[src/rtl/dhf_pkg.sv]
// ---------------------------------------------------------------------------
// dhf_pkg
// Shared widths, register indexes and types for the depth hole fill filter.
// ---------------------------------------------------------------------------
package dhf_pkg;

   localparam int PIX_W          = 16;
   localparam int WS_W           = 3;
   localparam int DIM_W          = 11;
   localparam int ROW_W          = 12;
   localparam int IDX_W          = 23;
   localparam int RAD_W          = 2;
   localparam int STEP_W         = RAD_W + 1;
   localparam int CNT_W          = 6;
   localparam int SUM_W          = 22;
   localparam int RING_IDX_W     = 5;
   localparam int CSR_IDX_W      = 2;
   localparam int MAX_WIDTH_DEF  = 1024;
   localparam int MAX_WINDOW_DEF = 7;

   // input row counter stops here
   localparam logic [ROW_W-1:0] ROW_CAP = 12'd4095;

   localparam logic [CSR_IDX_W-1:0] REG_WINDOW_SIZE  = 2'd0;
   localparam logic [CSR_IDX_W-1:0] REG_IMAGE_WIDTH  = 2'd1;
   localparam logic [CSR_IDX_W-1:0] REG_IMAGE_HEIGHT = 2'd2;

   localparam logic [WS_W-1:0]  WINDOW_SIZE_RST  = 3'd3;
   localparam logic [DIM_W-1:0] IMAGE_WIDTH_RST  = 11'd640;
   localparam logic [DIM_W-1:0] IMAGE_HEIGHT_RST = 11'd480;

   // effective geometry after clamping
   typedef struct packed {
      logic [DIM_W-1:0] width;
      logic [DIM_W-1:0] height;
      logic [RAD_W-1:0] radius;
   } geom_type;

   // one word from front to back: a row store write and maybe a fill job
   typedef struct packed {
      logic [RING_IDX_W-1:0] wr_ring;
      logic [DIM_W-1:0]      wr_col;
      logic [PIX_W-1:0]      wr_data;
      logic                  job;
      logic [RING_IDX_W-1:0] ctr_ring;
      logic [DIM_W-1:0]      ctr_row;
      logic [DIM_W-1:0]      ctr_col;
      logic                  last;
   } qent_type;

endpackage

[src/rtl/dhf_queue.sv]
// ---------------------------------------------------------------------------
// dhf_queue
// Two entry queue between the front and the back.
// ---------------------------------------------------------------------------
module dhf_queue (
   input  logic              clock,
   input  logic              reset,
   input  logic              push,
   input  dhf_pkg::qent_type push_data,
   input  logic              pop,
   output dhf_pkg::qent_type pop_data,
   output logic              empty,
   output logic              full
);

   dhf_pkg::qent_type ent_ff [2];
   logic              wp_ff, wp_in;
   logic              rp_ff, rp_in;
   logic [1:0]        cnt_ff, cnt_in;

   always_comb begin
      wp_in  = push ? ~wp_ff : wp_ff;
      rp_in  = pop ? ~rp_ff : rp_ff;
      cnt_in = cnt_ff;
      if (push && !pop) begin
         cnt_in = cnt_ff + 2'd1;
      end else if (pop && !push) begin
         cnt_in = cnt_ff - 2'd1;
      end
   end

   always_ff @(posedge clock) begin
      if (reset) begin
         wp_ff  <= 1'b0;
         rp_ff  <= 1'b0;
         cnt_ff <= 2'd0;
      end else begin
         wp_ff  <= wp_in;
         rp_ff  <= rp_in;
         cnt_ff <= cnt_in;
      end
   end

   always_ff @(posedge clock) begin
      if (push) begin
         ent_ff[wp_ff] <= push_data;
      end
   end

   assign pop_data = ent_ff[rp_ff];
   assign empty    = (cnt_ff == 2'd0);
   assign full     = (cnt_ff == 2'd2);

endmodule

[config.mk]
export PLATFORM = sky130hd
export DESIGN_NAME = dhf_queue
export DESIGN_NICKNAME = d
export VERILOG_FILES = /design/src/rtl/dhf_pkg.sv /design/src/rtl/dhf_queue.sv
export SDC_FILE = /design/constraint.sdc
export NUM_CORES = 1
export LEC_CHECK = 0
export ABC_AREA = 0
export BUFFER_PORTS_ARGS = -buffer_cell sky130_fd_sc_hd__buf_2
export CAP_MARGIN = 40
export CORE_UTILIZATION = 55
export CTS_CLUSTER_SIZE = 16
export DETAILED_ROUTE_END_ITERATION = 7
export HOLD_SLACK_MARGIN = 0.06
export PLACE_DENSITY = 0.88
export SLEW_MARGIN = 30
export SYNTH_ARGS = -nofsm -noshare
export SYNTH_HDL_FRONTEND = slang
export SYNTH_SLANG_ARGS = --single-unit
[constraint.sdc]
create_clock -name clock -period 5.5 [get_ports clock]
set_input_delay 0.275 -clock clock [delete_from_list [all_inputs] [get_ports clock]]
set_output_delay 0.275 -clock clock [all_outputs]
set_load 0.1 [all_outputs]
# After elaboration in Yosys (flattened, before gate mapping)
# Memory sizes are Yosys's and may differ from the RTL's. A register that Yosys moved wholly into a read port is not among the register bits.
# Index checks and enable logic that the tools add are counted.
# Widths: inputs -> output; s select.
[classes] addsub=2 eq_ne=1 n_mux=6 bitwise_logic=2 n_reduce_logical=6
[op_table] op="$mux 1" count=4
[op_table] op="$mux 2" count=2
[op_table] op="$add 2x1->2 const B" count=1
[op_table] op="$eq 2x2->1 const B" count=1
[op_table] op="$logic_and 1x1->1" count=2
[op_table] op="$logic_not 1->1" count=2
[op_table] op="$logic_not 2->1" count=1
[op_table] op="$not 1->1" count=2
[op_table] op="$reduce_bool 2->1" count=1
[op_table] op="$sub 2x1->2 const B" count=1
[word_totals] reg_bits=4 ramBits=122 input_bits=65 out_inout_bits=63 elab_cells=21 n_memories=1
[mem_list] memory="ent_ff" depth=2 word_bits=61 read_ports=1 rd_ports_with_merged_regs=1 write_ports=1 line="dhf_queue.sv:16" text="dhf_pkg::qent_type ent_ff [2];"

# Depth between registers and ports, before layout
# Gate-level depths: netlist (run 1).
[depth] word_depth=4 mapped_depth=5 ltp_nobuf=5

# Worst setup path after synthesis (run 1)
# Ideal clock, no wire load.
[synth_timing] path_kind="reg2reg" from="reg wp_ff" to="mem ent_ff[0][0] (netlist bit) (enable)" setup_ns=0.487 arrival_time_ns=3.042 t_required_ns=5.013 path_slack_ns=1.971 stages_incl_launch_ff=2 path_buffers=0 period_less_slack_ns=3.529 path_cell_list="dfxtp_1 > nor2b_1"
[synth_lines] element="from (decl)" line="dhf_queue.sv:17" text="logic wp_ff, wp_in;"
[synth_lines] element="from (signal assigned)" line="dhf_queue.sv:38" text="wp_ff <= wp_in;"
[synth_lines] element="to (decl)" line="dhf_queue.sv:16"
# Straight into the memory's write port.

==> results.sh, run 1 <==
export IMPL_r2r_start="wp_ff"
export IMPL_final_common_cell="buf_2"
export IMPL_slowest_stage="buf_4"
export IMPL_powerDensity_mw_per_mm2=426
export IMPL_totalNegativeSetupSlack_ns=0
export IMPL_drc=0
export IMPL_synth_area_leaders="edfxtp_1 80%, mux2_2 15%, dfxtp_1 2.2%, buf_4 0.98%, nor2_1 0.41%"
export IMPL_crit_family="buffers and inverters"
export IMPL_num_antenna_cells=0
export IMPL_r2r_slack_ns=3.87
export IMPL_cts_tree="yes"
export IMPL_grt_setup_unrepaired="false"
export IMPL_clock_skew_final_ns=0.00777
export IMPL_path_clk_slew_ns=0.06
export IMPL_grt_pass1_wl_um=12800
export IMPL_cts_root_buf="clkbuf_8"
export IMPL_clock_sinks=127
export IMPL_ir_drop_uv=265
export IMPL_ys_types=16
export IMPL_final_util_pct=79.9
export IMPL_yosysTopAreaCellShare_pct=79.5
export IMPL_dpl_hpwl_um=4460
export IMPL_yosysTopAreaCell="edfxtp_1"
export IMPL_synth_edf_count=122
export IMPL_rr_endpoint="ent_ff[1][33]"
export IMPL_first_iter_violations=135
export IMPL_gp_congestion=0.679
export IMPL_crit_fanout=61
export IMPL_reg2reg_depth=2
export IMPL_seqPwrFrac_pct=41.2
export IMPL_hold_class="in2reg"
export IMPL_status="completed"
export IMPL_cp_arrival_ns=2.19
export IMPL_core_area_mm2=0.00818
export IMPL_numPortBuffers=127
export IMPL_netlist_area_mm2=0.00461
export IMPL_wl_per_cell_um=16.3
export IMPL_cp_buffers_inverters=2
export IMPL_tightestPinTransition_ns=0.827
export IMPL_clockBufferDepth=2
export IMPL_maxCapViolCount=0
export IMPL_startpoint_type="register"
export IMPL_hp_start="pop"
export IMPL_switching_share_pct=31.5
export IMPL_syn_inst=212
export IMPL_dieArea_mm2=0.00875
export IMPL_max_slew_margin_pct=44.9
export IMPL_combPwrFrac_pct=22.4
export IMPL_critical_path_max_stage_delay_ns=0.61
export IMPL_worstSetupPathType="reg2out"
export IMPL_postSynthAreaPerCell_um2=21.7
export IMPL_holdWs_ns=0.136
export IMPL_syn_to_final_growth_pct=41.8
export IMPL_cts_resized=0
export IMPL_async_reset_ff_share_pct=0
export IMPL_drive_gt1_share_pct=51.9
export IMPL_place_area_mm2=0.00536
export IMPL_grt_overflow=0
export IMPL_clkPwrFrac_pct=36.4
export IMPL_grt_max_degree=62
export IMPL_initial_core_util_pct=56.4
export IMPL_dr_pass1_iters=4
export IMPL_hold_viol=0
export IMPL_vias=2618
export IMPL_finalCritPeriodShare_pct=44.9
export IMPL_setup_viol=0
export IMPL_antenna_found_initial=0
export IMPL_dieWidth_um=93.5
export IMPL_synth_top_flop_cell="edfxtp_1"
export IMPL_ys_seq_area_share_pct=81.7
export IMPL_ant_nets=0
export IMPL_path_cells="buf_4 -> mux2_2 -> buf_2"
export IMPL_syn_nets=278
export IMPL_rows=33
export IMPL_die_height_um=93.5
export IMPL_leakagePower_nw=2.52
export IMPL_fillers=454
export IMPL_grt_pass1_vias=2757
export IMPL_postLayoutCellArea_mm2=0.00654
export IMPL_via_per_inst=4.89
export IMPL_clkLatencyLatePin_ns=0.50
export IMPL_max_freq_ghz=0.405
export IMPL_worstPathRequired_ns=5.22
export IMPL_ys_warn_count=0
export IMPL_grt_total_usage_pct=20.6
export IMPL_p_int_mw=1.91
export IMPL_ios=128
export IMPL_ys_seq_elements=127
export IMPL_worstSetupPathDepth=3
export IMPL_worst_hold_path_endpoint="rp_ff"
export IMPL_drv_slew=0
export IMPL_crit_path_end_kind="primary output"
export IMPL_nNetsFinal=483
export IMPL_routed_wl_um=8710
export IMPL_htreeDepth=4
export IMPL_numCtsBuffers=17
export IMPL_fin_crit_ns=2.47
export IMPL_power_switching_mw=0.875
export IMPL_whs_path_depth=3
export IMPL_final_cell_mix="127 x buf_2, 122 x edfxtp_1, 63 x dlygate4sd3_1"
==> flip-flops by register name, indices dropped and copies added, names as in the netlist, named ones only <==
name and cells:
ent_ff 122, cnt_ff 2, rp_ff 1, wp_ff 1
==> final cells by class <==
type	instances	area (µm²)	area share, %
Inverter	1	3.75	0.0574
Sequential cell	127	3760	57.6
Clock buffer	21	429	6.57
Clock inverter	11	118	1.80
Timing Repair Buffer	193	1290	19.7
Multi-Input combinational cell	77	800	12.2
Tap cell	105	131	2.01
==> per-layer routing <==
| layer | part of all wire, % | wire, µm | vias up | GRT usage, % |
|---|---|---|---|---|
| met5 | 0 | 0 | - | 0 |
| met4 | 1.0 | 88 | 0 | 7.05 |
| met3 | 5.8 | 506 | 11 | 7.40 |
| li1 | - | - | 1246 | - |
| met2 | 55 | 4800 | 101 | 37.1 |
| met1 | 38 | 3310 | 1260 | 22.5 |
==> worst min-delay path, delay by kind of cell <==
family | cells | cell delay (ns)
buffers and inverters | 1 | 0.11
XOR/XNOR | 1 | 0.10
AND/OR/NAND/NOR | 1 | 0.10
==> synthesized netlist by cell type (2+ instances only) <==
| master | n |
|---|---|
| buf_4 | 6 |
| dfxtp_1 | 5 |
| edfxtp_1 | 122 |
| mux2_2 | 61 |
| nor2_1 | 5 |
| xnor2_1 | 2 |
| xor2_1 | 2 |
==> power groups by stage <==
stage | logic, mW | clock network [mW] | registers, mW
2_1_floorplan | 0.497 | 0 | 1.16
3_3_place_gp | 0.582 | 0 | 1.16
3_5_place_dp | 0.586 | 0 | 1.16
4_1_cts | 0.622 | 1.02 | 1.14
5_1_grt | 0.642 | 1.07 | 1.15
6_report | 0.624 | 1.01 | 1.15
==> cell families after synthesis <==
| logic type | count (synthesis) | share of synthesized area [%] |
|---|---|---|
| compound gates | 2 | 0.217 |
| xor+xnor | 4 | 0.760 |
| fa+ha+maj | 1 | 0.271 |
| buf+inv | 8 | 1.17 |
| flops | 127 | 81.7 |
| mux | 61 | 14.9 |
| simple gates | 9 | 1.00 |
==> repair_timing <==
item                      CTS  global route
hold buffers               63             0
buffers inserted            0             0
hold endpoints to repair  127             0
==> worst max path at each step <==
stage / from / end
2_1_floorplan: wp_ff / ent_ff[0][0]
3_3_place_gp: register / pop_data[13]
3_5_place_dp: register / pop_data[5]
4_1_cts: register / pop_data[5]
5_1_grt: register / pop_data[13]
6_report: register / pop_data[13]
==> stage by stage <==
stage | std cells | setup WS [ns] | total power [mW]
6_report | 535 | 3.03 | 2.78
4_1_cts | 535 | 3.00 | 2.79
2_1_floorplan | 212 | 1.97 | 1.66
5_1_grt | 535 | 2.92 | 2.86
3_3_place_gp | 440 | 3.54 | 1.74
3_5_place_dp | 440 | 3.55 | 1.75
Note: power is estimated with default switching activity, not from simulation.
==> run 2: changes to the inputs <==
CORE_UTILIZATION = 51   (was 55)
PLACE_DENSITY = 0.83   (was 0.88)
clock period = 2.5 ns   (was 5.5 ns; I/O delays follow)
==> run 2 against run 1 <==
Critical path depth unchanged; clock power is 140% higher; worst setup slack got worse by 2.6 ns; core utilization fell by 3.8 points; die area up 7.7%; flip-flop and latch count unchanged; critical endpoint is now pop_data[32].
==> results.sh, run 2 (same netlist as run 1, synthesis figures left out) <==
export IMPL_largest_reg_flops=122
export IMPL_crit_fanout=33
export IMPL_grt_max_degree=40
export IMPL_max_slew_margin_pct=64.2
export IMPL_clockBufferDepth=2
export IMPL_maxCapViolCount=0
export IMPL_r2r_start="wp_ff"
export IMPL_vias=2674
export IMPL_drive_gt1_share_pct=52.3
export IMPL_via_per_inst=4.93
export IMPL_antenna_found_initial=0
export IMPL_leakagePower_nw=2.56
export IMPL_ant_nets=0
export IMPL_max_freq_ghz=0.489
export IMPL_reg2reg_depth=2
export IMPL_die_height_um=97.1
export IMPL_crit_path_end_kind="primary output"
export IMPL_startpoint_type="register"
export IMPL_drc=0
export IMPL_numCtsBuffers=17
export IMPL_hold_buffers=65
export IMPL_core_area_mm2=0.00872
export IMPL_fillers=507
export IMPL_final_common_cell="buf_2"
export IMPL_powerDensity_mw_per_mm2=959
export IMPL_num_antenna_cells=0
export IMPL_grt_pass1_vias=2991
export IMPL_cts_root_buf="clkbuf_8"
export IMPL_hold_viol=0
export IMPL_fin_crit_ns=2.04
export IMPL_final_cell_mix="127 x buf_2, 122 x edfxtp_1, 65 x dlygate4sd3_1"
export IMPL_whs_path_depth=2
export IMPL_r2r_slack_ns=1.08
export IMPL_gp_congestion=0.671
export IMPL_numPortBuffers=127
export IMPL_routed_wl_um=8770
export IMPL_htreeDepth=4
export IMPL_rr_endpoint="ent_ff[1][4]"
export IMPL_clock_skew_final_ns=0.00675
export IMPL_wl_per_cell_um=16.2
export IMPL_setup_viol=0
export IMPL_drv_slew=0
export IMPL_post_cts_buffers=0
export IMPL_initial_core_util_pct=52.8
export IMPL_hold_class="in2reg"
export IMPL_worst_hold_path_endpoint="ent_ff[0][54]"
export IMPL_dpl_hpwl_um=5050
export IMPL_clock_sinks=127
export IMPL_clkLatencyLatePin_ns=0.50
export IMPL_top_regs="ent_ff (122), cnt_ff (2)"
export IMPL_ios=128
export IMPL_cts_tree="yes"
export IMPL_dr_pass1_iters=4
export IMPL_dieWidth_um=97.1
export IMPL_rows=34
export IMPL_first_iter_violations=124
export IMPL_detailedPlace_worstSlack_ns=0.958
export IMPL_worstSetupPathType="reg2out"
export IMPL_syn_to_final_growth_pct=44.1
export IMPL_tightestPinTransition_ns=0.537
export IMPL_dieArea_mm2=0.00942
export IMPL_worstPathRequired_ns=2.38
export IMPL_path_clk_slew_ns=0.06
export IMPL_grt_pass1_wl_um=14200
export IMPL_status="completed"
export IMPL_hp_start="push_data[54]"
export IMPL_finalCritPeriodShare_pct=81.8
export IMPL_setup_ws_ns=0.455
export IMPL_nNetsFinal=488
export IMPL_totalNegativeSetupSlack_ns=0
export IMPL_ir_drop_uv=665
export IMPL_regMostFlops="ent_ff"
export IMPL_cts_resized=0
export IMPL_grt_total_usage_pct=20.1
export IMPL_cp_arrival_ns=1.92
export IMPL_grt_overflow=0
export IMPL_grt_setup_unrepaired="false"
run 2: how the worst max path moves through the flow:
stage / to / slack (ns) / from
after floorplan: ent_ff[0][0] / 0.15 / wp_ff
after global placement: pop_data[44] / 0.96 / register
after detailed placement: pop_data[32] / 0.96 / register
after CTS: pop_data[32] / 0.42 / register
after global routing: pop_data[32] / 0.35 / register
final: pop_data[32] / 0.46 / register
run 2: per-layer routing:
layer	vias to the layer above	share of wire (%)	track usage (%)
li1	1257	-	-
met1	1302	39	21.7
met2	103	54	36.1
met3	12	5.5	7.77
met4	0	1.1	6.66
met5	-	0	0
run 2: final cells by class:
type | instances | area [µm²] | share of cell area [%]
Clock buffer | 17 | 414 | 6.24
Multi-Input combinational cell | 77 | 800 | 12.0
Clock inverter | 14 | 193 | 2.90
Timing Repair Buffer | 198 | 1330 | 20.0
Inverter | 1 | 3.75 | 0.0565
Tap cell | 108 | 135 | 2.03
Sequential cell | 127 | 3760 | 56.7
run 2: power by group:
| part | internal, mW | leakage, nW | switching [mW] | total (mW) |
|---|---|---|---|---|
| combinational | 0.308 | 1.09 | 1.07 | 1.38 |
| clock | 1.61 | 0.282 | 0.858 | 2.47 |
| sequential | 2.48 | 1.19 | 0.0362 | 2.52 |
| total | 4.40 | 2.56 | 1.97 | 6.37 |
run 2: metrics by stage:
stage,total power [mW],cell area [µm²],util [%],std cells,hold WS [ns]
floorplan,3.65,4610,-,212,0.194
global placement,3.84,5380,61.7,446,0.312
detailed placement,3.86,5380,61.7,446,0.316
CTS,6.41,6640,76.2,542,0.314
global route,6.57,6640,76.2,542,0.318
finish,6.37,6640,76.2,542,0.342
run 2: worst max-delay path, stage by stage (launching register included):
cell	delay (ns)
dfxtp_2	0.32
buf_4	0.37
mux2_2	0.41
buf_2	0.30
==> run 3: changes to the inputs <==
CORE_UTILIZATION = 46   (was 51)
PLACE_DENSITY = 0.79   (was 0.83)
clock period = 1.64 ns   (was 2.5 ns; I/O delays follow)
==> run 3 against run 2 <==
The flow now finishes with violations (negative setup slack); count of clock-buffer cells in the layout grew 5; core utilization rose by 0.97 points; register-to-register slack worse by 0.74 ns; cell count is 5.4% higher; critical path type unchanged; highest routed layer unchanged.
==> results.sh, run 3 (same netlist as run 1, synthesis figures left out) <==
export IMPL_nNetsFinal=491
export IMPL_totalNegativeSetupSlack_ns=-6.15
export IMPL_regMostFlops="ent_ff"
export IMPL_dp_cells=471
export IMPL_crit_family="buffers and inverters"
export IMPL_crit_fanout=9
export IMPL_crit_path_end_kind="primary output"
export IMPL_worstSetupPathDepth=4
export IMPL_grt_max_degree=35
export IMPL_reg2reg_depth=2
export IMPL_drive_gt1_share_pct=53.2
export IMPL_grt_setup_unrepaired="true"
export IMPL_clkLatencyLatePin_ns=0.51
export IMPL_rows=36
export IMPL_clock_skew_final_ns=0.00363
export IMPL_finalCritPeriodShare_pct=109
export IMPL_tightestPinTransition_ns=0.482
export IMPL_max_freq_ghz=0.557
export IMPL_setup_viol=61
export IMPL_htreeDepth=4
export IMPL_path_clk_slew_ns=0.06
export IMPL_cpMostUsedCell="buf_12"
export IMPL_drv_slew=0
export IMPL_hold_viol=0
export IMPL_powerDensity_mw_per_mm2=1380
export IMPL_cp_buffers_inverters=3
export IMPL_clock_sinks=127
export IMPL_r2r_start="wp_ff"
export IMPL_path_cells="buf_4 -> buf_12 -> mux2_4 -> buf_12"
export IMPL_crit_path_end="pop_data[58]"
export IMPL_holdWs_ns=0.292
export IMPL_first_iter_violations=71
export IMPL_grt_pass1_vias=2982
export IMPL_fin_crit_ns=1.79
export IMPL_syn_to_final_growth_pct=62.8
export IMPL_r2r_slack_ns=0.34
export IMPL_largest_reg_flops=122
export IMPL_place_area_mm2=0.00548
export IMPL_dieWidth_um=102
export IMPL_max_slew_margin_pct=68.1
export IMPL_hold_class="in2reg"
export IMPL_grt_overflow=0
export IMPL_leakagePower_nw=2.93
export IMPL_cts_tree="yes"
export IMPL_ir_drop_uv=867
export IMPL_numPortBuffers=127
export IMPL_dieArea_mm2=0.0104
export IMPL_antenna_found_initial=0
export IMPL_dr_pass1_iters=4
export IMPL_ios=128
export IMPL_total_power_mw=10.4
export IMPL_cts_root_buf="clkbuf_8"
export IMPL_setup_ws_ns=-0.154
export IMPL_drc=0
export IMPL_rr_endpoint="ent_ff[1][57]"
export IMPL_critical_path_max_stage_delay_ns=0.40
export IMPL_top_regs="ent_ff (122), cnt_ff (2)"
export IMPL_core_area_mm2=0.00973
export IMPL_detailedPlace_worstSlack_ns=0.288
export IMPL_postLayoutCellArea_mm2=0.00750
export IMPL_maxCapViolCount=0
export IMPL_grt_pass1_wl_um=14300
export IMPL_instances_no_fill=571
export IMPL_final_util_pct=77.1
export IMPL_status="finished with violations"
export IMPL_routed_wl_um=10300
export IMPL_ant_nets=0
export IMPL_final_common_cell="edfxtp_1"
export IMPL_gp_congestion=0.652
export IMPL_slowest_stage="dfxtp_4"
export IMPL_grt_total_usage_pct=19.5
export IMPL_initial_core_util_pct=47.4
export IMPL_die_height_um=102
export IMPL_vias=2723
export IMPL_num_antenna_cells=0
export IMPL_wl_per_cell_um=18.0
export IMPL_worstPathRequired_ns=1.56
export IMPL_fillers=572
export IMPL_worstSetupPathType="reg2out"
export IMPL_final_cell_mix="122 x edfxtp_1, 65 x dlygate4sd3_1, 65 x buf_2"
export IMPL_via_per_inst=4.77
export IMPL_startpoint_type="register"
export IMPL_cp_arrival_ns=1.71
export IMPL_dpl_hpwl_um=4830
export IMPL_violations="negative setup slack"
export IMPL_clockBufferDepth=2
export IMPL_numCtsBuffers=17
[run 3: cell types whose count changed in the layout (fill, tap and decap cells not counted), sizes merged]
cell | before | now
inv | 2 | 1
clkinvlp | 4 | 2
clkbuf | 17 | 23
clkinv | 5 | 4
buf | 133 | 135
[run 3: per-layer routing]
layer / vias to the layer above / track usage [%] / part of all wire (%)
li1: 1258 / - / -
met1: 1338 / 20.0 / 37
met2: 112 / 36.2 / 57
met3: 15 / 5.81 / 4.5
met4: 0 / 9.12 / 1.7
met5: - / 0 / 0
[run 3: worst register-to-register path, stage by stage, from the launching register on]
cell     delay (ns)
dfxtp_2        0.37
and2_2         0.36
buf_12         0.25
[run 3: worst min-delay path by stage]
stage	startpoint	to	slack [ns]	depth (start not counted)
2_1_floorplan	reset	wp_ff	0.15	1
3_3_place_gp	push_data[27]	ent_ff[0][27]	0.27	1
3_5_place_dp	push_data[60]	ent_ff[1][60]	0.27	1
4_1_cts	push_data[3]	ent_ff[1][3]	0.26	2
5_1_grt	push_data[59]	ent_ff[1][59]	0.27	2
6_report	push_data[59]	ent_ff[0][59]	0.29	2
[run 3: power breakdown]
part	switching [mW]	internal, mW
Clock	1.30	2.58
Sequential	0.0647	3.78
Combinational	1.74	0.900
Total	3.11	7.27
[run 3: cell type report]
cell class              count  area [µm²]  area share, %
well taps                 133         166           2.22
inverters                   1        3.75         0.0500
multi-input cells          77         896           11.9
clock inverters            10         159           2.12
flip-flops and latches    127        3770           50.2
repair buffers            201        2050           27.3
clock buffers              22         463           6.17
[run 3: repair_timing]
action | in CTS | in global routing
hold endpoints to repair | 127 | 0
hold buffers | 65 | 0
endpoints found under the setup margin | 61 | 62
buffers inserted | 2 | 1
resized for setup | 149 | 56
gates cloned | 2 | 0
