`src/rtl/dhf_pkg.sv`:
```
// ---------------------------------------------------------------------------
// dhf_pkg
// Shared widths, register indexes and types for the depth hole fill filter.
// ---------------------------------------------------------------------------
package dhf_pkg;

   localparam int PIX_W          = 16;
   localparam int WS_W           = 3;
   localparam int DIM_W          = 11;
   localparam int ROW_W          = 12;
   localparam int IDX_W          = 23;
   localparam int RAD_W          = 2;
   localparam int STEP_W         = RAD_W + 1;
   localparam int CNT_W          = 6;
   localparam int SUM_W          = 22;
   localparam int RING_IDX_W     = 5;
   localparam int CSR_IDX_W      = 2;
   localparam int MAX_WIDTH_DEF  = 1024;
   localparam int MAX_WINDOW_DEF = 7;

   // input row counter stops here
   localparam logic [ROW_W-1:0] ROW_CAP = 12'd4095;

   localparam logic [CSR_IDX_W-1:0] REG_WINDOW_SIZE  = 2'd0;
   localparam logic [CSR_IDX_W-1:0] REG_IMAGE_WIDTH  = 2'd1;
   localparam logic [CSR_IDX_W-1:0] REG_IMAGE_HEIGHT = 2'd2;

   localparam logic [WS_W-1:0]  WINDOW_SIZE_RST  = 3'd3;
   localparam logic [DIM_W-1:0] IMAGE_WIDTH_RST  = 11'd640;
   localparam logic [DIM_W-1:0] IMAGE_HEIGHT_RST = 11'd480;

   // effective geometry after clamping
   typedef struct packed {
      logic [DIM_W-1:0] width;
      logic [DIM_W-1:0] height;
      logic [RAD_W-1:0] radius;
   } geom_type;

   // one word from front to back: a row store write and maybe a fill job
   typedef struct packed {
      logic [RING_IDX_W-1:0] wr_ring;
      logic [DIM_W-1:0]      wr_col;
      logic [PIX_W-1:0]      wr_data;
      logic                  job;
      logic [RING_IDX_W-1:0] ctr_ring;
      logic [DIM_W-1:0]      ctr_row;
      logic [DIM_W-1:0]      ctr_col;
      logic                  last;
   } qent_type;

endpackage

```
`src/rtl/dhf_front.sv`:
```
// ---------------------------------------------------------------------------
// dhf_front
// Accepts pixels, tracks input and output positions, decides which word
// carries a fill job and hands words to the queue.
// ---------------------------------------------------------------------------
module dhf_front #(
   parameter int MAX_WINDOW = dhf_pkg::MAX_WINDOW_DEF
) (
   input  logic                      clock,
   input  logic                      reset,
   input  dhf_pkg::geom_type         geom,
   input  logic                      req_valid,
   output logic                      req_stall,
   input  logic [dhf_pkg::PIX_W-1:0] req_depth_pixel,
   input  logic                      req_frame_start,
   input  logic                      req_padding,
   input  logic                      q_full,
   input  logic                      clr_busy,
   output logic                      q_push,
   output dhf_pkg::qent_type         q_data
);

   localparam int RING_ROWS = 2 * MAX_WINDOW + 2;
   localparam int RW        = dhf_pkg::RING_IDX_W + 1;
   localparam int RSTEP_W   = $clog2(dhf_pkg::IDX_W);
   localparam logic [dhf_pkg::RING_IDX_W-1:0] RING_LAST =
      dhf_pkg::RING_IDX_W'(RING_ROWS - 1);
   localparam logic [RW-1:0]      RING_N     = RW'(RING_ROWS);
   localparam logic [RSTEP_W-1:0] RSTEP_LAST = RSTEP_W'(dhf_pkg::IDX_W - 1);

   logic [dhf_pkg::DIM_W-1:0]      col_ff, col_in, c_col;
   logic [dhf_pkg::ROW_W-1:0]      row_ff, row_in, c_row;
   logic [dhf_pkg::RING_IDX_W-1:0] ring_ff, ring_in, c_ring;
   logic [dhf_pkg::DIM_W-1:0]      ocol_ff, ocol_in, c_ocol;
   logic [dhf_pkg::DIM_W-1:0]      orow_ff, orow_in, c_orow;
   logic [dhf_pkg::RING_IDX_W-1:0] oring_ff, oring_in, c_oring;
   logic [dhf_pkg::IDX_W-1:0]      oidx_ff, oidx_in, c_oidx;
   logic [dhf_pkg::DIM_W-1:0]      owidth_ff, owidth_in;
   logic                           rbusy_ff, rbusy_in;
   logic [RSTEP_W-1:0]             rstep_ff, rstep_in;
   logic [dhf_pkg::IDX_W-1:0]      rquo_ff, rquo_in;
   logic [dhf_pkg::DIM_W-1:0]      rrem_ff, rrem_in;
   logic [dhf_pkg::RING_IDX_W-1:0] rring_ff, rring_in;
   logic [dhf_pkg::DIM_W:0]        rsh;
   logic                           rge;
   logic [RW-1:0]                  rring2;
   logic [dhf_pkg::IDX_W-1:0]      delay, total, idx;
   logic [dhf_pkg::DIM_W-1:0]      w_last;
   logic                           start, job, accept, regeom;

   always_comb begin
      delay  = dhf_pkg::IDX_W'(geom.radius) * dhf_pkg::IDX_W'(geom.width)
             + dhf_pkg::IDX_W'(geom.radius);
      total  = dhf_pkg::IDX_W'(geom.width) * dhf_pkg::IDX_W'(geom.height);
      w_last = geom.width - dhf_pkg::DIM_W'(1);
      regeom = (geom.width != owidth_ff);

      req_stall = q_full | clr_busy | rbusy_ff | regeom;
      accept    = req_valid & ~req_stall;
      start     = req_frame_start & ~req_padding;

      c_col   = start ? '0 : col_ff;
      c_row   = start ? '0 : row_ff;
      c_ring  = start ? '0 : ring_ff;
      c_ocol  = start ? '0 : ocol_ff;
      c_orow  = start ? '0 : orow_ff;
      c_oring = start ? '0 : oring_ff;
      c_oidx  = start ? '0 : oidx_ff;

      idx = dhf_pkg::IDX_W'(c_row) * dhf_pkg::IDX_W'(geom.width)
          + dhf_pkg::IDX_W'(c_col);
      job = (idx >= delay) && (c_oidx < total);

      q_push          = accept;
      q_data.wr_ring  = c_ring;
      q_data.wr_col   = c_col;
      q_data.wr_data  = req_padding ? '0 : req_depth_pixel;
      q_data.job      = job;
      q_data.ctr_ring = c_oring;
      q_data.ctr_row  = c_orow;
      q_data.ctr_col  = c_ocol;
      q_data.last     = (c_oidx == total - dhf_pkg::IDX_W'(1));

      col_in   = col_ff;
      row_in   = row_ff;
      ring_in  = ring_ff;
      ocol_in  = ocol_ff;
      orow_in  = orow_ff;
      oring_in = oring_ff;
      oidx_in  = oidx_ff;
      if (accept) begin
         if (c_col >= w_last) begin
            col_in = '0;
            if (c_row != dhf_pkg::ROW_CAP) begin
               row_in  = c_row + dhf_pkg::ROW_W'(1);
               ring_in = (c_ring == RING_LAST) ? '0 : c_ring + dhf_pkg::RING_IDX_W'(1);
            end else begin
               row_in  = c_row;
               ring_in = c_ring;
            end
         end else begin
            col_in  = c_col + dhf_pkg::DIM_W'(1);
            row_in  = c_row;
            ring_in = c_ring;
         end
         oidx_in  = c_oidx;
         ocol_in  = c_ocol;
         orow_in  = c_orow;
         oring_in = c_oring;
         if (job) begin
            oidx_in = c_oidx + dhf_pkg::IDX_W'(1);
            if (c_ocol == w_last) begin
               ocol_in  = '0;
               orow_in  = c_orow + dhf_pkg::DIM_W'(1);
               oring_in = (c_oring == RING_LAST) ? '0
                        : c_oring + dhf_pkg::RING_IDX_W'(1);
            end else begin
               ocol_in = c_ocol + dhf_pkg::DIM_W'(1);
            end
         end
      end

      // width change: split the output index into row, column and ring again
      rsh    = {rrem_ff, rquo_ff[dhf_pkg::IDX_W-1]};
      rge    = (rsh >= {1'b0, geom.width});
      rring2 = {rring_ff, rge};
      if (rring2 >= RING_N) begin
         rring2 = rring2 - RING_N;
      end
      owidth_in = owidth_ff;
      rbusy_in  = rbusy_ff;
      rstep_in  = rstep_ff;
      rquo_in   = rquo_ff;
      rrem_in   = rrem_ff;
      rring_in  = rring_ff;
      if (regeom) begin
         owidth_in = geom.width;
         rbusy_in  = 1'b1;
         rstep_in  = '0;
         rquo_in   = oidx_ff;
         rrem_in   = '0;
         rring_in  = '0;
      end else if (rbusy_ff) begin
         rrem_in  = rge ? dhf_pkg::DIM_W'(rsh - {1'b0, geom.width})
                        : dhf_pkg::DIM_W'(rsh);
         rquo_in  = {rquo_ff[dhf_pkg::IDX_W-2:0], rge};
         rring_in = dhf_pkg::RING_IDX_W'(rring2);
         rstep_in = rstep_ff + RSTEP_W'(1);
         if (rstep_ff == RSTEP_LAST) begin
            rbusy_in = 1'b0;
            ocol_in  = rrem_in;
            orow_in  = rquo_in[dhf_pkg::DIM_W-1:0];
            oring_in = rring_in;
         end
      end
   end

   always_ff @(posedge clock) begin
      if (reset) begin
         col_ff    <= '0;
         row_ff    <= '0;
         ring_ff   <= '0;
         ocol_ff   <= '0;
         orow_ff   <= '0;
         oring_ff  <= '0;
         oidx_ff   <= '0;
         owidth_ff <= dhf_pkg::IMAGE_WIDTH_RST;
         rbusy_ff  <= 1'b0;
         rstep_ff  <= '0;
         rquo_ff   <= '0;
         rrem_ff   <= '0;
         rring_ff  <= '0;
      end else begin
         col_ff    <= col_in;
         row_ff    <= row_in;
         ring_ff   <= ring_in;
         ocol_ff   <= ocol_in;
         orow_ff   <= orow_in;
         oring_ff  <= oring_in;
         oidx_ff   <= oidx_in;
         owidth_ff <= owidth_in;
         rbusy_ff  <= rbusy_in;
         rstep_ff  <= rstep_in;
         rquo_ff   <= rquo_in;
         rrem_ff   <= rrem_in;
         rring_ff  <= rring_in;
      end
   end

endmodule

```
`config.mk`:
```
export PLATFORM = sky130hd
export DESIGN_NAME = dhf_front
export DESIGN_NICKNAME = d
export VERILOG_FILES = /design/src/rtl/dhf_pkg.sv /design/src/rtl/dhf_front.sv
export SDC_FILE = /design/constraint.sdc
export NUM_CORES = 1
export LEC_CHECK = 0
export ABC_AREA = 1
export BUFFER_PORTS_ARGS = -buffer_cell sky130_fd_sc_hd__buf_2
export CAP_MARGIN = 0
export CORE_UTILIZATION = 34
export CTS_CLUSTER_SIZE = 20
export DETAILED_ROUTE_END_ITERATION = 7
export GPL_TIMING_DRIVEN = 0
export MAX_ROUTING_LAYER = met4
export PLACE_DENSITY = 0.48
export SYNTH_ARGS = -nofsm -noshare
export SYNTH_HDL_FRONTEND = slang
export SYNTH_SLANG_ARGS = --single-unit
```
`constraint.sdc`:
```
create_clock -name clock -period 14.22 [get_ports clock]
set_input_delay 2.844 -clock clock [delete_from_list [all_inputs] [get_ports clock]]
set_output_delay 2.844 -clock clock [all_outputs]
set_load 0.02 [all_outputs]
```
; Yosys cells after proc, flatten, opt, wreduce, memory -nomap -nowiden
; Cells that the tools add are included.
[totals]
ff_bits = 134
in_bits = 47
out_inout_bits = 63
elab_cells = 93
[op_classes]
n_addsub = 14
n_mul = 3
order_cmp = 5
n_eq_ne = 7
mux = 41
bitwise_logic = 7
n_reduce_logical = 3
[ops]
columns = op, n
row1 = 11-bit two-way mux, 17
row2 = 23-bit two-way mux, 4
row3 = 5-bit two-way mux, 13
row4 = 12-bit two-way mux, 3
row5 = "11-bit by 1-bit adder with 11-bit output, second input constant", 3
row6 = "23-bit by 1-bit adder with 23-bit output, second input constant", 1
row7 = 23-bit by 11-bit adder with 23-bit output, 1
row8 = 23-bit == test, 1
row9 = 23-bit by 14-bit greater-or-equal comparator with 1-bit output, 1
row10 = 23-bit by 22-bit less-than comparator with 1-bit output, 1
row11 = 12-bit by 11-bit multiplier with 23-bit output, 1
row12 = "22-bit by 1-bit subtractor with 23-bit output, second input constant", 1
row13 = 11-bit by 11-bit multiplier with 22-bit output, 1
row14 = 16-bit two-way mux, 1
row15 = "5-bit by 1-bit adder with 5-bit output, second input constant", 3
row16 = 13-bit by 2-bit adder with 14-bit output, 1
row17 = 2-bit by 11-bit multiplier with 13-bit output, 1
row18 = "12-bit by 1-bit adder with 12-bit output, second input constant", 1
row19 = 12-bit by 11-bit greater-or-equal comparator with 1-bit output, 1
row20 = "12-bit inequality test, second input constant", 1
row21 = 11-bit == test, 1
row22 = 11-bit greater-or-equal comparator, 1
row23 = 11-bit inequality test, 1
row24 = "11-bit by 1-bit subtractor with 11-bit output, second input constant", 1
row25 = 12 further kinds, 19

; Longest topological paths before layout
[logic_depth]
word_depth = 12
mapped_depth = 42

; Worst setup path before layout
; OpenSTA, ideal clock, no wires.
[synth_path]
path_type = input to output
from = input port req_padding
to = output port q_data[28] (netlist name)
arrival_time_ns = 9.633
required_time_ns = 11.376
path_slack_ns = 1.743
cell_stages = 36
path_buffers = 9
path_cell_list = buf_2 nor2_1 buf_2 buf_2 buf_1 buf_2 buf_2 nor2_1 inv_1 nor2_1 fa_1 fa_1 fa_1 fa_1 inv_1 fa_1 inv_1 ha_1 a21oi_1 o21a_1 nand2_1 xor2_1 ha_1 nand2_1 nor3_1 nand3_1 nand2_1 a21oi_1 nand3_1 nor2_1 nand3_2 nand2_1 buf_4 inv_2 buf_6 buf_4
[synth_between]
elab_chain_len = 7
word_cells_on_any_way = 10
[synth_rtl]
columns = element, line
row1 = start: declaration, dhf_front.sv:16  ; input logic req_padding,
row2 = 1-bit NOT (*), dhf_front.sv:60  ; start = req_frame_start & ~req_padding;
row3 = 1-bit AND (*), dhf_front.sv:60
row4 = 12-bit two-way mux, dhf_front.sv:63  ; c_row = start ? '0 : row_ff;
row5 = 12-bit by 11-bit multiplier with 23-bit output, dhf_front.sv:70  ; idx = dhf_pkg::IDX_W'(c_row) * dhf_pkg::IDX_W'(geom.width)
row6 = 23-bit by 11-bit adder with 23-bit output, dhf_front.sv:71  ; + dhf_pkg::IDX_W'(c_col);
row7 = 23-bit by 14-bit greater-or-equal comparator with 1-bit output, dhf_front.sv:72  ; job = (idx >= delay) && (c_oidx < total);
row8 = 1-bit logical AND (*), dhf_front.sv:72
row9 = end: declaration, dhf_front.sv:20  ; output dhf_pkg::qent_type q_data
; Every way passes the cells marked *; elsewhere a longest branch is shown, timed or not.

; Worst setup path after layout
; Ends and elaborated chain as after synthesis.

==> report_table.html <==
<table>
<tr><th>Metric</th><th>Value</th></tr>
<tr><th colspan="2">Yosys</th></tr>
<tr><td>Netlist cell types</td><td>50</td></tr>
<tr><td>Post-Syn Nets</td><td>around 3700</td></tr>
<tr><td>Share of synthesized area occupied by flip-flops and latches</td><td>between 10 and 15%</td></tr>
<tr><td>Gate Count Post-Synth</td><td>roughly 3300</td></tr>
<tr><td>Warning count from the yosys run</td><td>0</td></tr>
<tr><td>Ranking of synthesized cells by area</td><td>sky130_fd_sc_hd__fa_1, sky130_fd_sc_hd__nand2_1, sky130_fd_sc_hd__dfxtp_1</td></tr>
<tr><td>Share of synthesized flip-flops with an asynchronous set or reset</td><td>0%</td></tr>
<tr><td>Synthesized area divided by synthesized cell count</td><td>between 6 and 7 um2</td></tr>
<tr><td>Library cell occupying the most area in the post-synthesis netlist</td><td>sky130_fd_sc_hd__fa_1</td></tr>
<tr><td>Share of the synthesized area in the top cell type</td><td>between 10% and 20%</td></tr>
<tr><td>Flops &amp; latches, synth</td><td>between 100 and 150</td></tr>
<tr><td>EDFF count, synth</td><td>0</td></tr>
<tr><td>Most frequently used flop master after synthesis</td><td>sky130_fd_sc_hd__dfxtp_1</td></tr>
<tr><td>Combined area of all synthesized cells</td><td>roughly 0.021 mm2</td></tr>
<tr><th colspan="2">Floorplanning</th></tr>
<tr><td>Die outline height</td><td>250 um</td></tr>
<tr><td>Die area</td><td>slightly above 0.06 mm2</td></tr>
<tr><td>Core area</td><td>between 0.06 and 0.07 mm2</td></tr>
<tr><td>Width of the chip</td><td>approximately 250 um</td></tr>
<tr><td>Initial Util</td><td>around a third</td></tr>
<tr><td>Standard-cell row count</td><td>90</td></tr>
<tr><td>Number of placed I/O pins</td><td>110</td></tr>
<tr><th colspan="2">GRT</th></tr>
<tr><td>Largest net degree at the start of global routing</td><td>29</td></tr>
<tr><td>Number of antenna violations at the first check in global routing</td><td>0</td></tr>
<tr><td>Global-route wire length before repair</td><td>about 110000 um</td></tr>
<tr><td>Via count of the first global-routing pass</td><td>between 20000 and 25000</td></tr>
<tr><td>Total GRT Usage</td><td>a little under a quarter</td></tr>
<tr><td>Total congestion overflow after global routing</td><td>0</td></tr>
<tr><th colspan="2">Worst setup path</th></tr>
<tr><td>Reg2reg path depth</td><td>33</td></tr>
<tr><td>Startpoint of the worst register-to-register path</td><td>row_ff[3]</td></tr>
<tr><td>CP peak stage delay</td><td>roughly 570 ps</td></tr>
<tr><td>Arrival time reported for the critical path endpoint</td><td>approximately 11000 ps</td></tr>
<tr><td>Largest fanout on the critical path</td><td>28</td></tr>
<tr><td>End of the worst register-to-register path</td><td>orow_ff[9]</td></tr>
<tr><td>Crit end category</td><td>output pin</td></tr>
<tr><td>Worst Path Required</td><td>between 10000 and 15000 ps</td></tr>
<tr><td>Register-to-register path setup slack</td><td>between 6000 and 7000 ps</td></tr>
<tr><td>Nature of the critical path startpoint</td><td>input port</td></tr>
<tr><td>Startpoint-to-endpoint class of the critical path</td><td>in2out</td></tr>
<tr><td>Most common cell type on the critical path</td><td>sky130_fd_sc_hd__fa_1</td></tr>
<tr><td>Critical-path top delay cell</td><td>sky130_fd_sc_hd__fa_1</td></tr>
<tr><th colspan="2">CTS</th></tr>
<tr><td>Clock Sink Count</td><td>between 100 and 150</td></tr>
<tr><td>Number of buffers added by the clock tree synthesis step</td><td>17</td></tr>
<tr><td>TritonCTS clock tree</td><td>yes</td></tr>
<tr><td>Clk_lat worst skew</td><td>approximately 440 ps</td></tr>
<tr><td>Maximum number of buffers from clock root to sink</td><td>2</td></tr>
<tr><td>Clock slew seen by the registers of the worst setup and hold paths</td><td>roughly 60 ps</td></tr>
<tr><td>Clock Tree Root</td><td>sky130_fd_sc_hd__clkbuf_16</td></tr>
<tr><td>Number of buffers added for setup after CTS</td><td>0</td></tr>
<tr><td>Count of H-tree levels built during CTS</td><td>4</td></tr>
<tr><th colspan="2">Hold path</th></tr>
<tr><td>Worst min-delay path endpoint</td><td>rring_ff[4]</td></tr>
<tr><td>Worst hold start</td><td>rring_ff[4]</td></tr>
<tr><td>Min-Delay Path Depth</td><td>2</td></tr>
<tr><td>Worst Hold Class</td><td>reg2reg</td></tr>
<tr><th colspan="2">Timing</th></tr>
<tr><td>Clk_skew</td><td>12.0 ps</td></tr>
<tr><td>Normalized max-slew margin</td><td>about two fifths</td></tr>
<tr><td>Final Critical Period</td><td>13850 ps</td></tr>
<tr><td>Upper clock frequency limit</td><td>about 72 MHz</td></tr>
<tr><td>Final number of setup-violating endpoints</td><td>0</td></tr>
<tr><td>Final Max Tran Viols</td><td>0</td></tr>
<tr><td>Hold Worst Slack</td><td>approximately 460 ps</td></tr>
<tr><td>Number of failing hold endpoints at the final stage</td><td>0</td></tr>
<tr><td>Final period util</td><td>97.4%</td></tr>
<tr><td>Setup repair after global routing missed its margin</td><td>no</td></tr>
<tr><td>Post-layout worst setup margin</td><td>366 ps</td></tr>
<tr><td>Actual transition at the worst max-transition pin</td><td>roughly 900 ps</td></tr>
<tr><th colspan="2">Route</th></tr>
<tr><td>Post-DR wirelength/cell</td><td>16.9 um</td></tr>
<tr><td>Count of antenna-violating nets left after detailed routing</td><td>0</td></tr>
<tr><td>Post-route DRC</td><td>0</td></tr>
<tr><td>Iteration-0 DRC Markers</td><td>around 1500</td></tr>
<tr><td>Via count</td><td>20800</td></tr>
<tr><td>TritonRoute pass-1 iters</td><td>5</td></tr>
<tr><td>Total detailed-routing wirelength</td><td>between 70000 and 80000 um</td></tr>
<tr><td>Via/cell ratio</td><td>between 4 and 5</td></tr>
<tr><th colspan="2">Layout</th></tr>
<tr><td>Fin area</td><td>between 0.02 and 0.025 mm2</td></tr>
<tr><td>Antenna diode count</td><td>0</td></tr>
<tr><td>Area Overhead vs Synth</td><td>10.2%</td></tr>
<tr><td>Post-layout nets</td><td>roughly 3800</td></tr>
<tr><td>Cell Count, Final, Fillers Out</td><td>roughly 4200</td></tr>
<tr><td>Layout cells sized above 1</td><td>6.01%</td></tr>
<tr><th colspan="2">Place</th></tr>
<tr><td>RePlAce Congestion</td><td>a little under 1</td></tr>
<tr><td>Number of instances in the placed design</td><td>roughly 4100</td></tr>
<tr><td>Setup Slack @ Placement</td><td>-955 ps</td></tr>
<tr><td>Port Buf Inserts</td><td>103</td></tr>
<tr><td>Post-detailed-placement half-perimeter wirelength</td><td>approximately 59000 um</td></tr>
<tr><td>Total cell area at the placement stage</td><td>approximately 0.022 mm2</td></tr>
<tr><th colspan="2">Flow run</th></tr>
<tr><td>Reported max-cap violation count</td><td>0</td></tr>
<tr><th colspan="2">Pwr</th></tr>
<tr><td>Worst IR Drop VDD</td><td>approximately 0.12 mV</td></tr>
<tr><td>Total Power Consumption</td><td>roughly 2.5 mW</td></tr>
<tr><td>Leakage component of the power</td><td>approximately 12 nW</td></tr>
<tr><td>Power density over the cells</td><td>roughly 110 mW/mm2</td></tr>
<tr><th colspan="2">Status</th></tr>
<tr><td>Outcome</td><td>finished, final reports clean</td></tr>
</table>
sequential cells by signal, summed over array words and instances, names as in the netlist:
register   flops
owidth_ff     11
orow_ff       11
rquo_ff       23
col_ff        11
rrem_ff       11
oring_ff       5
ring_ff        5
rring_ff       5
row_ff        12
rbusy_ff       1
ocol_ff       11
rstep_ff       5
oidx_ff       23
layout make-up:
| cell class | count | area, um2 |
|---|---|---|
| Fill cell | 6602 | 37500 |
| Multi-Input combinational cell | 2331 | 15200 |
| Sequential cell | 134 | 2680 |
| Inverter | 677 | 2540 |
| Tap cell | 782 | 978 |
| Timing Repair Buffer | 103 | 515 |
| Buffer | 101 | 457 |
| Clock buffer | 18 | 429 |
| Clock inverter | 14 | 199 |
worst max-delay path: cells and delay by family:
kind / cells / cell delay, ps
and+or+nand+nor: 12 / 1750
xor gates and xnor gates: 1 / 240
adders and majority gates: 7 / 3300
AOI/OAI and AO/OA: 3 / 490
buffers and inverters: 12 / 2320
cell usage in the layout (no fill, tap or decap), drive strengths merged, types with 2 or more instances in the layout:
master,count
a31oi,13
nand4,40
or2,6
nand2,886
nor2,326
xnor2,24
buf,147
o21ai,92
nor4,12
nand3b,10
dfxtp,134
and2,2
clkbuf,74
a221oi,12
o31ai,3
a21o,5
xor2,55
nand3,203
bufinv,4
and3,2
ha,210
o21a,5
a211oi,10
o21bai,6
inv,672
fa,183
clkinv,11
o211ai,8
clkinvlp,4
nor3,46
a21oi,164
how the worst max path moves through the flow:
stage,start,endpoint,slack [ps]
2_1_floorplan,req_padding,q_data[28],1740
3_3_place_gp,req_padding,q_data[28],-990
3_5_place_dp,req_padding,q_data[28],-950
4_1_cts,geom[23],q_data[28],40
5_1_grt,req_padding,q_data[28],10
6_report,req_padding,q_data[28],370
power breakdown:
part | internal [mW] | switching, mW
clock network | 0.295 | 0.193
registers | 0.377 | 0.00115
logic | 0.545 | 1.10
total | 1.22 | 1.30
logic make-up (layout without fill, tap and decap cells):
logic type               after synthesis  count (layout)  synth area share [%]
AO/OA/AOI/OAI                        325             325                  8.67
XOR/XNOR                              79              79                  3.32
adder cells (fa/ha/maj)              393             393                  30.2
buffers and inverters                785             913                  14.5
flip-flops                           134             134                  12.9
AND/OR/NAND/NOR                     1534            1534                  30.5
per-stage QoR:
stage                     utilization (%)  setup TNS, ps
after floorplan                         -              0
after global placement               36.9           -987
after detailed placement             36.9           -955
after CTS                            38.0              0
after global routing                 38.0              0
final                                38.0              0
cells in the mapped netlist (all sizes together) (12+ instances only):
cell	instances
nand4	40
nor4	12
a31oi	13
xnor2	24
ha	210
a21oi	164
xor2	55
nor3	46
a221oi	12
buf	48
dfxtp	134
nor2	326
nand2	886
o21ai	92
fa	183
nand3	203
clkbuf	60
inv	670
routing by layer:
metal  GRT usage, %  vias to the layer above  routed length, um
li1               -                    10200                  -
met1           31.5                     9930              32900
met2           38.7                      562              32800
met3           2.49                       57               3780
met4           4.22                        0                922
met5              -                        -                  0
timing repair:
item,in CTS,in global routing
resized for setup,3,7
hold buffers,0,0
endpoints found under the hold margin,0,0
cloned,0,0
endpoints found under the setup margin,1,1
Power figures use the tool's default switching activity.
